==> config.mk <==
export PLATFORM = sky130hd
export DESIGN_NAME = muxed_pot_scan_deadband_core_flat
export DESIGN_NICKNAME = d
export VERILOG_FILES = /design/src/hw/rtl/mpsd_pkg.sv /design/src/hw/rtl/mpsd_stream_if.sv /design/src/hw/rtl/mpsd_divider.sv /design/src/hw/rtl/mpsd_sequencer.sv /design/src/hw/rtl/muxed_pot_scan_deadband_core.sv /design/src/flat_wrapper.sv
export SDC_FILE = /design/constraint.sdc
export NUM_CORES = 1
export LEC_CHECK = 0
export BUFFER_PORTS_ARGS = -buffer_cell sky130_fd_sc_hd__buf_4
export CAP_MARGIN = 10
export CORE_UTILIZATION = 45
export DETAILED_ROUTE_END_ITERATION = 10
export SLEW_MARGIN = 20
export SYNTH_ARGS = -nofsm -noshare
export SYNTH_HDL_FRONTEND = slang
export SYNTH_SLANG_ARGS = --single-unit
==> constraint.sdc <==
create_clock -name clk_i -period 9.5 [get_ports clk_i]
set_input_delay 0.95 -clock clk_i [delete_from_list [all_inputs] [get_ports clk_i]]
set_output_delay 0.95 -clock clk_i [all_outputs]
set_load 0.01 [all_outputs]
==> src/hw/rtl/mpsd_pkg.sv <==
package mpsd_pkg;

  // pot slots built into the block
  localparam int unsigned POT_SLOTS = 4;
  localparam int unsigned POT_W     = $clog2(POT_SLOTS);
  localparam int unsigned CNT_POT_W = 3;

  // field widths
  localparam int unsigned SAMPLE_W = 12;
  localparam int unsigned SUM_W    = 20;
  localparam int unsigned TAKEN_W  = 8;
  localparam int unsigned VALUE_W  = 16;
  localparam int unsigned CHAN_W   = 2;
  localparam int unsigned CFG_IDX_W = 3;
  localparam int unsigned CFG_DATA_W = 16;

  // adc full scale and settling discard count
  localparam logic [SAMPLE_W-1:0] ADC_FULL      = 12'd4095;
  localparam logic [1:0]          DISCARD_COUNT = 2'd3;

  // mean divider: sample sum over the sample count
  localparam int unsigned DIV_W     = SUM_W;
  localparam int unsigned DIVISOR_W = TAKEN_W;
  localparam int unsigned DIV_CNT_W = $clog2(DIV_W + 1);

  // scale by 4095: 12x16 product, folded a few times since 4095 = 2^12 - 1
  localparam int unsigned PROD_W     = SAMPLE_W + VALUE_W;
  localparam int unsigned FOLD_STEPS = 3;
  localparam int unsigned FOLD_CNT_W = 2;

  // configuration register indexes
  typedef enum logic [CFG_IDX_W-1:0] {
    CFG_POT_COUNT   = 3'd0,
    CFG_SAMPLES     = 3'd1,
    CFG_OUT_BITS    = 3'd2,
    CFG_MARGIN      = 3'd3,
    CFG_CHANNEL_MAP = 3'd4
  } cfg_idx_e;

  // micro-operations driving the datapath
  typedef enum logic [2:0] {
    OP_FRONT     = 3'd0,
    OP_DIV_MEAN  = 3'd1,
    OP_WAIT      = 3'd2,
    OP_DIV_SCALE = 3'd3,
    OP_UPDATE    = 3'd4
  } uop_e;

  // jump conditions
  typedef enum logic [1:0] {
    COND_NEXT       = 2'd0,
    COND_ALWAYS     = 2'd1,
    COND_NO_READING = 2'd2,
    COND_DIV_BUSY   = 2'd3
  } cond_e;

  localparam int unsigned UPC_W = 3;

  typedef struct packed {
    uop_e             op;
    cond_e            cond;
    logic [UPC_W-1:0] target;
  } uword_t;

  typedef struct packed {
    logic reading_done;
    logic div_busy;
  } seq_status_t;

  // control program: front end, mean divide, scale fold, compare and store
  function automatic uword_t ucode_rom(input logic [UPC_W-1:0] addr);
    uword_t w;
    case (addr)
      3'd0:    w = '{op: OP_FRONT,     cond: COND_NO_READING, target: 3'd0};
      3'd1:    w = '{op: OP_DIV_MEAN,  cond: COND_NEXT,       target: 3'd0};
      3'd2:    w = '{op: OP_WAIT,      cond: COND_DIV_BUSY,   target: 3'd2};
      3'd3:    w = '{op: OP_DIV_SCALE, cond: COND_NEXT,       target: 3'd0};
      3'd4:    w = '{op: OP_WAIT,      cond: COND_DIV_BUSY,   target: 3'd4};
      3'd5:    w = '{op: OP_UPDATE,    cond: COND_ALWAYS,     target: 3'd0};
      default: w = '{op: OP_WAIT,      cond: COND_ALWAYS,     target: 3'd0};
    endcase
    return w;
  endfunction

endpackage

==> src/hw/rtl/mpsd_stream_if.sv <==
// adc sample channel
interface mpsd_adc_if;
  logic        valid;
  logic        ready;
  logic [11:0] adc_sample;

  modport source (output valid, output adc_sample, input ready);
  modport sink   (input valid, input adc_sample, output ready);
endinterface

// result channel
interface mpsd_res_if;
  logic        valid;
  logic        ready;
  logic [1:0]  mux_select;
  logic        event_valid;
  logic [1:0]  event_pot;
  logic [15:0] event_value;
  logic        scan_wrap;

  modport source (output valid, output mux_select, output event_valid, output event_pot,
                  output event_value, output scan_wrap, input ready);
  modport sink   (input valid, input mux_select, input event_valid, input event_pot,
                  input event_value, input scan_wrap, output ready);
endinterface

==> src/hw/rtl/mpsd_divider.sv <==
module mpsd_divider (
  input  logic                            clk_i,
  input  logic                            rst_ni,
  input  logic                            start_i,
  input  logic [mpsd_pkg::DIV_W-1:0]     dividend_i,
  input  logic [mpsd_pkg::DIVISOR_W-1:0] divisor_i,
  output logic                            busy_o,
  output logic [mpsd_pkg::DIV_W-1:0]     quotient_o
);
  import mpsd_pkg::*;

  logic [DIV_CNT_W-1:0] cnt_q, cnt_d;
  logic [DIVISOR_W-1:0] rem_q, rem_d;
  logic [DIV_W-1:0]     quo_q, quo_d;
  logic [DIVISOR_W-1:0] dvs_q, dvs_d;
  logic [DIVISOR_W:0]   shifted;
  logic [DIVISOR_W:0]   diff;

  // one restoring step per cycle, msb first
  always_comb begin
    shifted = {rem_q, quo_q[DIV_W-1]};
    diff    = shifted - {1'b0, dvs_q};
    cnt_d   = cnt_q;
    rem_d   = rem_q;
    quo_d   = quo_q;
    dvs_d   = dvs_q;
    if (start_i) begin
      cnt_d = DIV_CNT_W'(DIV_W);
      rem_d = '0;
      quo_d = dividend_i;
      dvs_d = divisor_i;
    end else if (cnt_q != '0) begin
      cnt_d = cnt_q - 1'b1;
      if (!diff[DIVISOR_W]) begin
        rem_d = diff[DIVISOR_W-1:0];
        quo_d = {quo_q[DIV_W-2:0], 1'b1};
      end else begin
        rem_d = shifted[DIVISOR_W-1:0];
        quo_d = {quo_q[DIV_W-2:0], 1'b0};
      end
    end
  end

  // step counter
  always_ff @(posedge clk_i or negedge rst_ni) begin
    if (!rst_ni) begin
      cnt_q <= '0;
    end else begin
      cnt_q <= cnt_d;
    end
  end

  // working registers
  always_ff @(posedge clk_i) begin
    rem_q <= rem_d;
    quo_q <= quo_d;
    dvs_q <= dvs_d;
  end

  assign busy_o     = (cnt_q != '0);
  assign quotient_o = quo_q;

  // a fresh start only comes while idle
  assert property (@(posedge clk_i) disable iff (!rst_ni) start_i |-> cnt_q == '0)
    else $error("divider restarted while busy");
  // a start always runs for the full step count
  assert property (@(posedge clk_i) disable iff (!rst_ni)
                   start_i |=> cnt_q == DIV_CNT_W'(DIV_W))
    else $error("divider step count not loaded");
  // divisor never zero
  assert property (@(posedge clk_i) disable iff (!rst_ni) start_i |-> divisor_i != '0)
    else $error("divide by zero");

endmodule

==> src/hw/rtl/mpsd_sequencer.sv <==
module mpsd_sequencer (
  input  logic                  clk_i,
  input  logic                  rst_ni,
  input  mpsd_pkg::seq_status_t stat_i,
  output mpsd_pkg::uword_t      uword_o
);
  import mpsd_pkg::*;

  logic [UPC_W-1:0] upc_q, upc_d;
  uword_t           uw;
  logic             take_jump;

  // fetch control word and pick the next step
  always_comb begin
    uw = ucode_rom(upc_q);
    case (uw.cond)
      COND_NEXT:       take_jump = 1'b0;
      COND_ALWAYS:     take_jump = 1'b1;
      COND_NO_READING: take_jump = !stat_i.reading_done;
      COND_DIV_BUSY:   take_jump = stat_i.div_busy;
      default:         take_jump = 1'b1;
    endcase
    upc_d = take_jump ? uw.target : upc_q + 1'b1;
  end

  always_ff @(posedge clk_i or negedge rst_ni) begin
    if (!rst_ni) begin
      upc_q <= '0;
    end else begin
      upc_q <= upc_d;
    end
  end

  assign uword_o = uw;

  // a finished reading always leads into the mean divide
  assert property (@(posedge clk_i) disable iff (!rst_ni)
                   (uw.op == OP_FRONT) && stat_i.reading_done |=> uword_o.op == OP_DIV_MEAN)
    else $error("reading done but no divide");
  // the front end step is never left without a finished reading
  assert property (@(posedge clk_i) disable iff (!rst_ni)
                   (uw.op == OP_FRONT) && !stat_i.reading_done |=> uword_o.op == OP_FRONT)
    else $error("front end left early");
  // the step counter stays within the control program
  assert property (@(posedge clk_i) disable iff (!rst_ni) upc_q <= UPC_W'(5))
    else $error("step counter out of program");

endmodule

==> src/hw/rtl/muxed_pot_scan_deadband_core.sv <==
// results: an item that discards or adds a sample gives its registered result in the cycle
// after acceptance; an item that finishes a reading gives its result only after a 20-step
// mean divide on the one-bit-per-cycle divider, then a 3-step fold for the scale by 4095
// throughput: 1 item per cycle while sampling, stalled by results and the divide steps
// reset: config to defaults, scan at pot 0 with 3 discards, stored values all zero
module muxed_pot_scan_deadband_core (
  input  logic                              clk_i,
  input  logic                              rst_ni,
  input  logic                              cfg_we_i,
  input  logic [mpsd_pkg::CFG_IDX_W-1:0]   cfg_idx_i,
  input  logic [mpsd_pkg::CFG_DATA_W-1:0]  cfg_wdata_i,
  mpsd_adc_if.sink                          adc_i,
  mpsd_res_if.source                        res_o
);
  import mpsd_pkg::*;

  // configuration registers
  logic [CNT_POT_W-1:0]      pot_count_q;
  logic [TAKEN_W-1:0]        samples_q;
  logic [4:0]                out_bits_q;
  logic [VALUE_W-1:0]        margin_q;
  logic [2*POT_SLOTS-1:0]    chan_map_q;

  // scan state
  logic [POT_W-1:0]          cur_pot_q;
  logic [1:0]                disc_q;
  logic [TAKEN_W-1:0]        taken_q;
  logic [SUM_W-1:0]          sum_q;
  logic [VALUE_W-1:0]        last_q [POT_SLOTS];

  // result register
  logic                      out_valid_q;
  logic [CHAN_W-1:0]         mux_q;
  logic                      ev_valid_q;
  logic [POT_W-1:0]          ev_pot_q;
  logic [VALUE_W-1:0]        ev_value_q;
  logic                      wrap_q;

  uword_t                    uw;
  seq_status_t               stat;
  logic                      div_start;
  logic [DIV_W-1:0]          div_dividend;
  logic [DIVISOR_W-1:0]      div_divisor;
  logic                      div_busy;
  logic [DIV_W-1:0]          div_quo;

  logic                      acc;
  logic                      out_free;
  logic [CNT_POT_W-1:0]      count_eff;
  logic                      idle;
  logic                      restart;
  logic [POT_W-1:0]          pot_f;
  logic [1:0]                disc_f;
  logic [TAKEN_W-1:0]        taken_f;
  logic [SUM_W-1:0]          sum_f;
  logic                      discarding;
  logic [SUM_W-1:0]          sum_n;
  logic [TAKEN_W-1:0]        taken_n;
  logic [TAKEN_W-1:0]        n_eff;
  logic                      done;
  logic [POT_W-1:0]          front_pot;

  logic [4:0]                bits_eff;
  logic [VALUE_W-1:0]        top;
  logic [SAMPLE_W-1:0]       mean_c;
  logic [PROD_W-1:0]         product;

  logic [FOLD_CNT_W-1:0]     fold_cnt_q, fold_cnt_d;
  logic [PROD_W-1:0]         fold_r_q, fold_r_d;
  logic [VALUE_W-1:0]        fold_q_q, fold_q_d;
  logic [PROD_W-SAMPLE_W-1:0] fold_hi;
  logic [SAMPLE_W-1:0]       fold_lo;
  logic                      fold_busy;

  logic [VALUE_W-1:0]        val;
  logic [VALUE_W-1:0]        prev;
  logic                      changed;
  logic [CNT_POT_W-1:0]      pot_inc;
  logic                      wrap;
  logic [POT_W-1:0]          next_pot;

  // control program
  mpsd_sequencer u_seq (
    .clk_i   (clk_i),
    .rst_ni  (rst_ni),
    .stat_i  (stat),
    .uword_o (uw)
  );

  // iterative divider for the mean
  mpsd_divider u_div (
    .clk_i      (clk_i),
    .rst_ni     (rst_ni),
    .start_i    (div_start),
    .dividend_i (div_dividend),
    .divisor_i  (div_divisor),
    .busy_o     (div_busy),
    .quotient_o (div_quo)
  );

  // handshake
  assign out_free    = !out_valid_q || res_o.ready;
  assign adc_i.ready = (uw.op == OP_FRONT) && out_free;
  assign acc         = adc_i.valid && adc_i.ready;

  // front end: restart, discard or accumulate
  always_comb begin
    count_eff  = (pot_count_q > CNT_POT_W'(POT_SLOTS)) ? CNT_POT_W'(POT_SLOTS) : pot_count_q;
    idle       = (count_eff == '0);
    restart    = ({1'b0, cur_pot_q} >= count_eff);
    pot_f      = restart ? '0 : cur_pot_q;
    disc_f     = restart ? DISCARD_COUNT : disc_q;
    taken_f    = restart ? '0 : taken_q;
    sum_f      = restart ? '0 : sum_q;
    discarding = (disc_f != '0);
    sum_n      = sum_f + SUM_W'(adc_i.adc_sample);
    taken_n    = taken_f + 1'b1;
    n_eff      = (samples_q == '0) ? TAKEN_W'(1) : samples_q;
    done       = !idle && !discarding && (taken_n >= n_eff);
    front_pot  = idle ? '0 : pot_f;
  end

  assign fold_busy         = (fold_cnt_q != '0);
  assign stat.reading_done = acc && done;
  assign stat.div_busy     = div_busy || fold_busy;

  // clamp the mean and scale it to the output range
  always_comb begin
    bits_eff = (out_bits_q > 5'd16) ? 5'd16 : out_bits_q;
    top      = VALUE_W'((17'd1 << bits_eff) - 17'd1);
    mean_c   = (div_quo > DIV_W'(ADC_FULL)) ? ADC_FULL : div_quo[SAMPLE_W-1:0];
    product  = PROD_W'(mean_c) * PROD_W'(top);
  end

  // divider operand select
  always_comb begin
    div_start    = 1'b0;
    div_dividend = DIV_W'(sum_q);
    div_divisor  = DIVISOR_W'(n_eff);
    case (uw.op)
      OP_DIV_MEAN: begin
        div_start = 1'b1;
      end
      default: begin
        div_start = 1'b0;
      end
    endcase
  end

  // divide by 4095: fold the bits from bit 12 up back onto the low bits,
  // then one last step when the remainder lands on 4095 itself
  always_comb begin
    fold_hi    = fold_r_q[PROD_W-1:SAMPLE_W];
    fold_lo    = fold_r_q[SAMPLE_W-1:0];
    fold_cnt_d = fold_cnt_q;
    fold_r_d   = fold_r_q;
    fold_q_d   = fold_q_q;
    if (uw.op == OP_DIV_SCALE) begin
      fold_cnt_d = FOLD_CNT_W'(FOLD_STEPS);
      fold_r_d   = product;
      fold_q_d   = '0;
    end else if (fold_busy) begin
      fold_cnt_d = fold_cnt_q - 1'b1;
      if (fold_hi != '0) begin
        fold_q_d = fold_q_q + fold_hi;
        fold_r_d = PROD_W'(fold_lo) + PROD_W'(fold_hi);
      end else if (fold_lo == ADC_FULL) begin
        fold_q_d = fold_q_q + 1'b1;
        fold_r_d = '0;
      end
    end
  end

  // fold step counter
  always_ff @(posedge clk_i or negedge rst_ni) begin
    if (!rst_ni) begin
      fold_cnt_q <= '0;
    end else begin
      fold_cnt_q <= fold_cnt_d;
    end
  end

  // fold working registers
  always_ff @(posedge clk_i) begin
    fold_r_q <= fold_r_d;
    fold_q_q <= fold_q_d;
  end

  // deadband compare and scan advance
  always_comb begin
    val      = fold_q_q;
    prev     = last_q[cur_pot_q];
    changed  = ({1'b0, val} > ({1'b0, prev} + {1'b0, margin_q}))
            || (({1'b0, val} + {1'b0, margin_q}) < {1'b0, prev});
    pot_inc  = {1'b0, cur_pot_q} + 1'b1;
    wrap     = (pot_inc >= count_eff);
    next_pot = wrap ? '0 : pot_inc[POT_W-1:0];
  end

  // configuration writes
  always_ff @(posedge clk_i or negedge rst_ni) begin
    if (!rst_ni) begin
      pot_count_q <= 3'd4;
      samples_q   <= 8'd1;
      out_bits_q  <= 5'd12;
      margin_q    <= '0;
      chan_map_q  <= 8'd228;
    end else if (cfg_we_i) begin
      case (cfg_idx_e'(cfg_idx_i))
        CFG_POT_COUNT:   pot_count_q <= cfg_wdata_i[CNT_POT_W-1:0];
        CFG_SAMPLES:     samples_q   <= cfg_wdata_i[TAKEN_W-1:0];
        CFG_OUT_BITS:    out_bits_q  <= cfg_wdata_i[4:0];
        CFG_MARGIN:      margin_q    <= cfg_wdata_i;
        CFG_CHANNEL_MAP: chan_map_q  <= cfg_wdata_i[2*POT_SLOTS-1:0];
        default:         pot_count_q <= pot_count_q;
      endcase
    end
  end

  // scan state and stored values
  always_ff @(posedge clk_i or negedge rst_ni) begin
    if (!rst_ni) begin
      cur_pot_q <= '0;
      disc_q    <= DISCARD_COUNT;
      taken_q   <= '0;
      sum_q     <= '0;
      for (int i = 0; i < POT_SLOTS; i++) begin
        last_q[i] <= '0;
      end
    end else if (acc && !idle) begin
      cur_pot_q <= pot_f;
      if (discarding) begin
        disc_q  <= disc_f - 1'b1;
        taken_q <= taken_f;
        sum_q   <= sum_f;
      end else begin
        disc_q  <= disc_f;
        taken_q <= taken_n;
        sum_q   <= sum_n;
      end
    end else if (uw.op == OP_UPDATE) begin
      if (changed) begin
        last_q[cur_pot_q] <= val;
      end
      cur_pot_q <= next_pot;
      disc_q    <= DISCARD_COUNT;
      taken_q   <= '0;
      sum_q     <= '0;
    end
  end

  // result valid flag
  always_ff @(posedge clk_i or negedge rst_ni) begin
    if (!rst_ni) begin
      out_valid_q <= 1'b0;
    end else if ((acc && !done) || (uw.op == OP_UPDATE)) begin
      out_valid_q <= 1'b1;
    end else if (res_o.ready) begin
      out_valid_q <= 1'b0;
    end
  end

  // result payload
  always_ff @(posedge clk_i) begin
    if (acc && !done) begin
      mux_q      <= chan_map_q[{front_pot, 1'b0} +: CHAN_W];
      ev_valid_q <= 1'b0;
      ev_pot_q   <= '0;
      ev_value_q <= '0;
      wrap_q     <= 1'b0;
    end else if (uw.op == OP_UPDATE) begin
      mux_q      <= chan_map_q[{next_pot, 1'b0} +: CHAN_W];
      ev_valid_q <= changed;
      ev_pot_q   <= changed ? cur_pot_q : '0;
      ev_value_q <= changed ? val : '0;
      wrap_q     <= wrap;
    end
  end

  assign res_o.valid       = out_valid_q;
  assign res_o.mux_select  = mux_q;
  assign res_o.event_valid = ev_valid_q;
  assign res_o.event_pot   = ev_pot_q;
  assign res_o.event_value = ev_value_q;
  assign res_o.scan_wrap   = wrap_q;

  // the result slot is empty when a finished reading is written back
  assert property (@(posedge clk_i) disable iff (!rst_ni)
                   (uw.op == OP_UPDATE) |-> !out_valid_q)
    else $error("result overwritten at update");
  // the divider is idle whenever new items are taken
  assert property (@(posedge clk_i) disable iff (!rst_ni)
                   (uw.op == OP_FRONT) |-> !div_busy)
    else $error("divider busy at front end");
  // during the discard phase nothing has been summed
  assert property (@(posedge clk_i) disable iff (!rst_ni)
                   (disc_q != '0) |-> (taken_q == '0) && (sum_q == '0))
    else $error("sum collected while discarding");
  // an event always carries a scaled value within range
  assert property (@(posedge clk_i) disable iff (!rst_ni)
                   (uw.op == OP_UPDATE) |-> (val <= top))
    else $error("scaled value above range");
  // the fold has settled to a remainder below 4095 by the write back
  assert property (@(posedge clk_i) disable iff (!rst_ni)
                   (uw.op == OP_UPDATE) |-> (fold_r_q < PROD_W'(ADC_FULL)))
    else $error("scale fold not settled");

endmodule
==> src/flat_wrapper.sv <==
// flat-port wrapper written by rule: the top's interface ports become plain ports
module muxed_pot_scan_deadband_core_flat import mpsd_pkg::*;
  (clk_i, rst_ni, cfg_we_i, cfg_idx_i, cfg_wdata_i, adc_i_valid, adc_i_adc_sample, adc_i_ready, res_o_valid, res_o_mux_select, res_o_event_valid, res_o_event_pot, res_o_event_value, res_o_scan_wrap, res_o_ready);
  mpsd_adc_if adc_i_i ();
  mpsd_res_if res_o_i ();
  input  logic clk_i;
  input  logic rst_ni;
  input  logic cfg_we_i;
  input  logic [mpsd_pkg::CFG_IDX_W-1:0] cfg_idx_i;
  input  logic [mpsd_pkg::CFG_DATA_W-1:0] cfg_wdata_i;
  input wire logic [$bits(adc_i_i.valid)-1:0] adc_i_valid;
  input wire logic [$bits(adc_i_i.adc_sample)-1:0] adc_i_adc_sample;
  output wire logic [$bits(adc_i_i.ready)-1:0] adc_i_ready;
  output wire logic [$bits(res_o_i.valid)-1:0] res_o_valid;
  output wire logic [$bits(res_o_i.mux_select)-1:0] res_o_mux_select;
  output wire logic [$bits(res_o_i.event_valid)-1:0] res_o_event_valid;
  output wire logic [$bits(res_o_i.event_pot)-1:0] res_o_event_pot;
  output wire logic [$bits(res_o_i.event_value)-1:0] res_o_event_value;
  output wire logic [$bits(res_o_i.scan_wrap)-1:0] res_o_scan_wrap;
  input wire logic [$bits(res_o_i.ready)-1:0] res_o_ready;
  assign adc_i_i.valid = adc_i_valid;
  assign adc_i_i.adc_sample = adc_i_adc_sample;
  assign adc_i_ready = adc_i_i.ready;
  assign res_o_valid = res_o_i.valid;
  assign res_o_mux_select = res_o_i.mux_select;
  assign res_o_event_valid = res_o_i.event_valid;
  assign res_o_event_pot = res_o_i.event_pot;
  assign res_o_event_value = res_o_i.event_value;
  assign res_o_scan_wrap = res_o_i.scan_wrap;
  assign res_o_i.ready = res_o_ready;
  muxed_pot_scan_deadband_core u_core (.clk_i(clk_i), .rst_ni(rst_ni), .cfg_we_i(cfg_we_i), .cfg_idx_i(cfg_idx_i), .cfg_wdata_i(cfg_wdata_i), .adc_i(adc_i_i), .res_o(res_o_i));
endmodule
==> impl_metrics.csv <==
group,metric,value,unit
clock_network,cts_inserted_buffers,29,
die,die_y,221,microns
die,num_io_pins,60,
timing,slew_headroom,23.7,%
detailed_routing,drt_drc_violations_left,0,
placement,place_worst_setup_slack,763,ps
synthesis,ys_seq_area_share,29.2,%
die,fp.dieArea,49000,sq um
critical_path,worstPathArrival,9040,ps
global_routing,gr-total-overflow,0,
die,fp-row-count,80,
die,coreArea,47600,sq um
min_path,hold_path.startpoint,"u_core.samples_q[3]",
detailed_routing,ant_nets,0,
global_routing,grt_pass1_wl,87700,microns
timing,fmax,114,MHz
synthesis,synth_area,21700,sq um
timing,setup_violations,0,
detailed_routing,routed_wl,53500,microns
min_path,hp-class,"reg -> reg",
clock_network,clk_latency,570,ps
critical_path,critPathLaunch,"u_core.out_bits_q[3]",
global_routing,track_usage,22.2,%
finish,n_antenna_cell,0,
timing,clock_skew,21.5,ps
placement,portBuffers,59,
global_routing,grt_max_degree,93,
timing,fin_crit,8750,ps
synthesis,syn_avg_cell_area,9.68,sq um
critical_path,critical_path_class,"reg -> reg",
synthesis,netlist_instances,2237,
clock_network,path_clk_slew,60,ps
detailed_routing,vias,16000,
finish,drive_above_1_share,13.5,%
finish,syn_to_final_growth,8.60,%
clock_network,cts_hold_buf,0,
finish,nets,2636,
synthesis,synth.yosys.warnings,0,
detailed_routing,via_per_inst,5.54,
critical_path,r2r_start,"u_core.out_bits_q[3]",
die,start_util,45.4,%
clock_network,cts_setup_buffers,0,
flow_run,drv_cap,0,
timing,hold_viol_final,0,
detailed_routing,wl_per_cell,18.5,microns
detailed_routing,drt_iter0_markers,942,
clock_network,clockBufferDepth,3,
critical_path,startpoint_type,"flop",
timing,setup_ws,752,ps
global_routing,grt_pass1_vias,16200,
critical_path,critPathMaxFanout,16,
clock_network,h-tree-depth,1,
critical_path,cp_data_required_time,9800,ps
clock_network,cts_tree,"done",
placement,routabilityCongestion,0.883,
timing,fin_crit_sh,92.1,%
synthesis,synthFlopType,"dfrtp_1",
timing,worst_slew_pin_slew,1140,ps
synthesis,yosysUniqueCellTypes,83,
finish,fillers,4468,
timing,slew_viol_final,0,
detailed_routing,drt_pass1_iterations,5,
placement,hpwlAfterDp,40800,microns
timing,hold_ws,447,ps
clock_network,cts_root_buf,"clkbuf_16",
synthesis,ys_seq_elements,249,
synthesis,synth_edf_count,58,
clock_network,cts.sinks,249,
timing,rsz0062_at_grt,"no",
die,die_w,221,microns
global_routing,antenna_found_initial,0,
synthesis,synth-async-reset-ratio,59.0,%
status,status,"complete, no violations",
critical_path,setup.worst_path.end_class,"flop",
timing,finalSetupTns,0,ps
synthesis,syn_nets,2621,
## registers in the layout (all words and copies together) (netlist names), 16 cells and up
register and count:
u_core.div_dividend 20, u_core.last_q 64, u_core.fold_r_q 28, u_core.res_o.event_value 16, u_core.fold_q_q 16, u_core.margin_q 16
u_core.u_div.quotient_o 20
## final cells by class
class | instances | area [sq um] | share of cell area, %
clock buffer | 42 | 846 | 3.60
tap | 615 | 769 | 3.27
sequential | 249 | 6310 | 26.8
clock inverter | 11 | 63.8 | 0.271
multi-input combinational | 1650 | 14000 | 59.6
inverter | 245 | 920 | 3.91
timing repair buffer | 77 | 582 | 2.47
## layout by cell type, fill, tap and decap left out, drive strengths merged, types with 18 or more instances in the layout
cell,count
a21o,42
a21oi,95
a22o,27
a31oi,18
and2,43
and3,19
buf,77
clkbuf,42
dfrtp,137
dfxtp,44
edfxtp,58
fa,146
ha,202
inv,246
mux2,121
nand2,227
nand2b,25
nand3,49
nor2,162
nor2b,21
nor3,40
o21ai,105
or2,21
xnor2,45
xor2,34
## worst max-delay path, cell delays in order (launching register included)
cell	delay, ps
dfstp_2	440
or3_1	590
nor3_1	730
inv_1	270
ha_1	390
nor3_1	310
a31oi_1	170
o22ai_1	600
nand2_1	170
fa_1	560
fa_1	510
inv_1	50
fa_1	470
fa_1	540
inv_1	50
fa_1	520
inv_1	40
ha_1	340
and3_1	270
nand2b_1	80
o31ai_1	590
a211oi_1	210
o31ai_1	340
xnor2_1	160
nor2_1	70
## timing repair
item	in CTS	in global routing
endpoints found under the hold margin	0	0
setup endpoints to repair	0	1
resized for setup	0	1
## stage by stage
stage                     util, %  instances  cell area (sq um)
after global routing         49.4       2889              23500
after CTS                    49.3       2889              23500
final                        49.4       2889              23500
after global placement       47.4       2836              22600
after floorplan                 -       2237              21700
after detailed placement     47.4       2836              22600
## Yosys cell counts, types with 6 or more instances
cell | instances | area share (%)
inv_1 | 245 | 4.2
nand2_1 | 227 | 3.9
ha_1 | 202 | 12
nor2_1 | 162 | 2.8
fa_1 | 146 | 13
dfrtp_1 | 137 | 16
a21oi_1 | 95 | 2.2
o21ai_0 | 90 | 2.1
mux2_2 | 81 | 4.2
clkbuf_1 | 80 | 1.4
edfxtp_1 | 58 | 8.0
nand3_1 | 49 | 1.1
dfxtp_1 | 44 | 4.1
xnor2_1 | 44 | 1.8
and2_1 | 43 | 1.2
a21o_1 | 42 | 1.5
mux2_4 | 40 | 2.8
nor3_1 | 39 | 0.90
xor2_1 | 34 | 1.4
a22o_1 | 27 | 1.1
nand2b_1 | 25 | 0.72
nor2b_1 | 21 | 0.61
and3_1 | 19 | 0.55
or2_2 | 19 | 0.55
a31oi_1 | 17 | 0.49
a211oi_1 | 16 | 0.55
mux4_2 | 16 | 1.7
o21a_1 | 16 | 0.55
or3_1 | 16 | 0.46
nand4_1 | 13 | 0.38
o21ai_1 | 13 | 0.30
o211ai_1 | 11 | 0.38
o22ai_1 | 11 | 0.32
o31ai_1 | 11 | 0.38
dfstp_2 | 10 | 1.2
mux2i_1 | 9 | 0.42
nor4_1 | 8 | 0.23
a21boi_0 | 7 | 0.24
buf_1 | 6 | 0.10
o21bai_1 | 6 | 0.21
## per-layer routing
metal	share of wire (%)	wire length (microns)	track usage, %
met5	0	0	0
met1	48	25600	30.7
met4	2.4	1310	5.62
met2	46	24400	36.4
met3	4.0	2120	3.09
## final timing paths
check | slack [ps] | end | depth (start not counted)
setup / recovery | 750 | u_core.fold_r_q[27] | 24
hold reg to reg | 450 | u_core.u_div.dvs_q[3] | 0
max in group asynchronous | 7790 | u_core.last_q[39] | 2
setup reg to reg | 750 | u_core.fold_r_q[27] | 24
min in group asynchronous | 460 | u_core.margin_q[9] | 1
hold / removal | 450 | u_core.u_div.dvs_q[3] | 0
## cell families (layout without fill, tap and decap cells)
| family | count (synthesis) | count (layout) | share of synthesized area (%) |
|---|---|---|---|
| multiplexers | 146 | 146 | 9.07 |
| flip-flops | 249 | 249 | 29.2 |
| AND/OR/NAND/NOR | 659 | 659 | 14.2 |
| buffers and inverters | 338 | 375 | 6.14 |
| XOR/XNOR | 79 | 79 | 3.23 |
| adder cells (fa/ha/maj) | 348 | 348 | 25.2 |
| AO/OA/AOI/OAI | 418 | 418 | 13.0 |
Power is not shown: default switching activity piles up to over one toggle a cycle in this logic, so the estimate is an artifact.
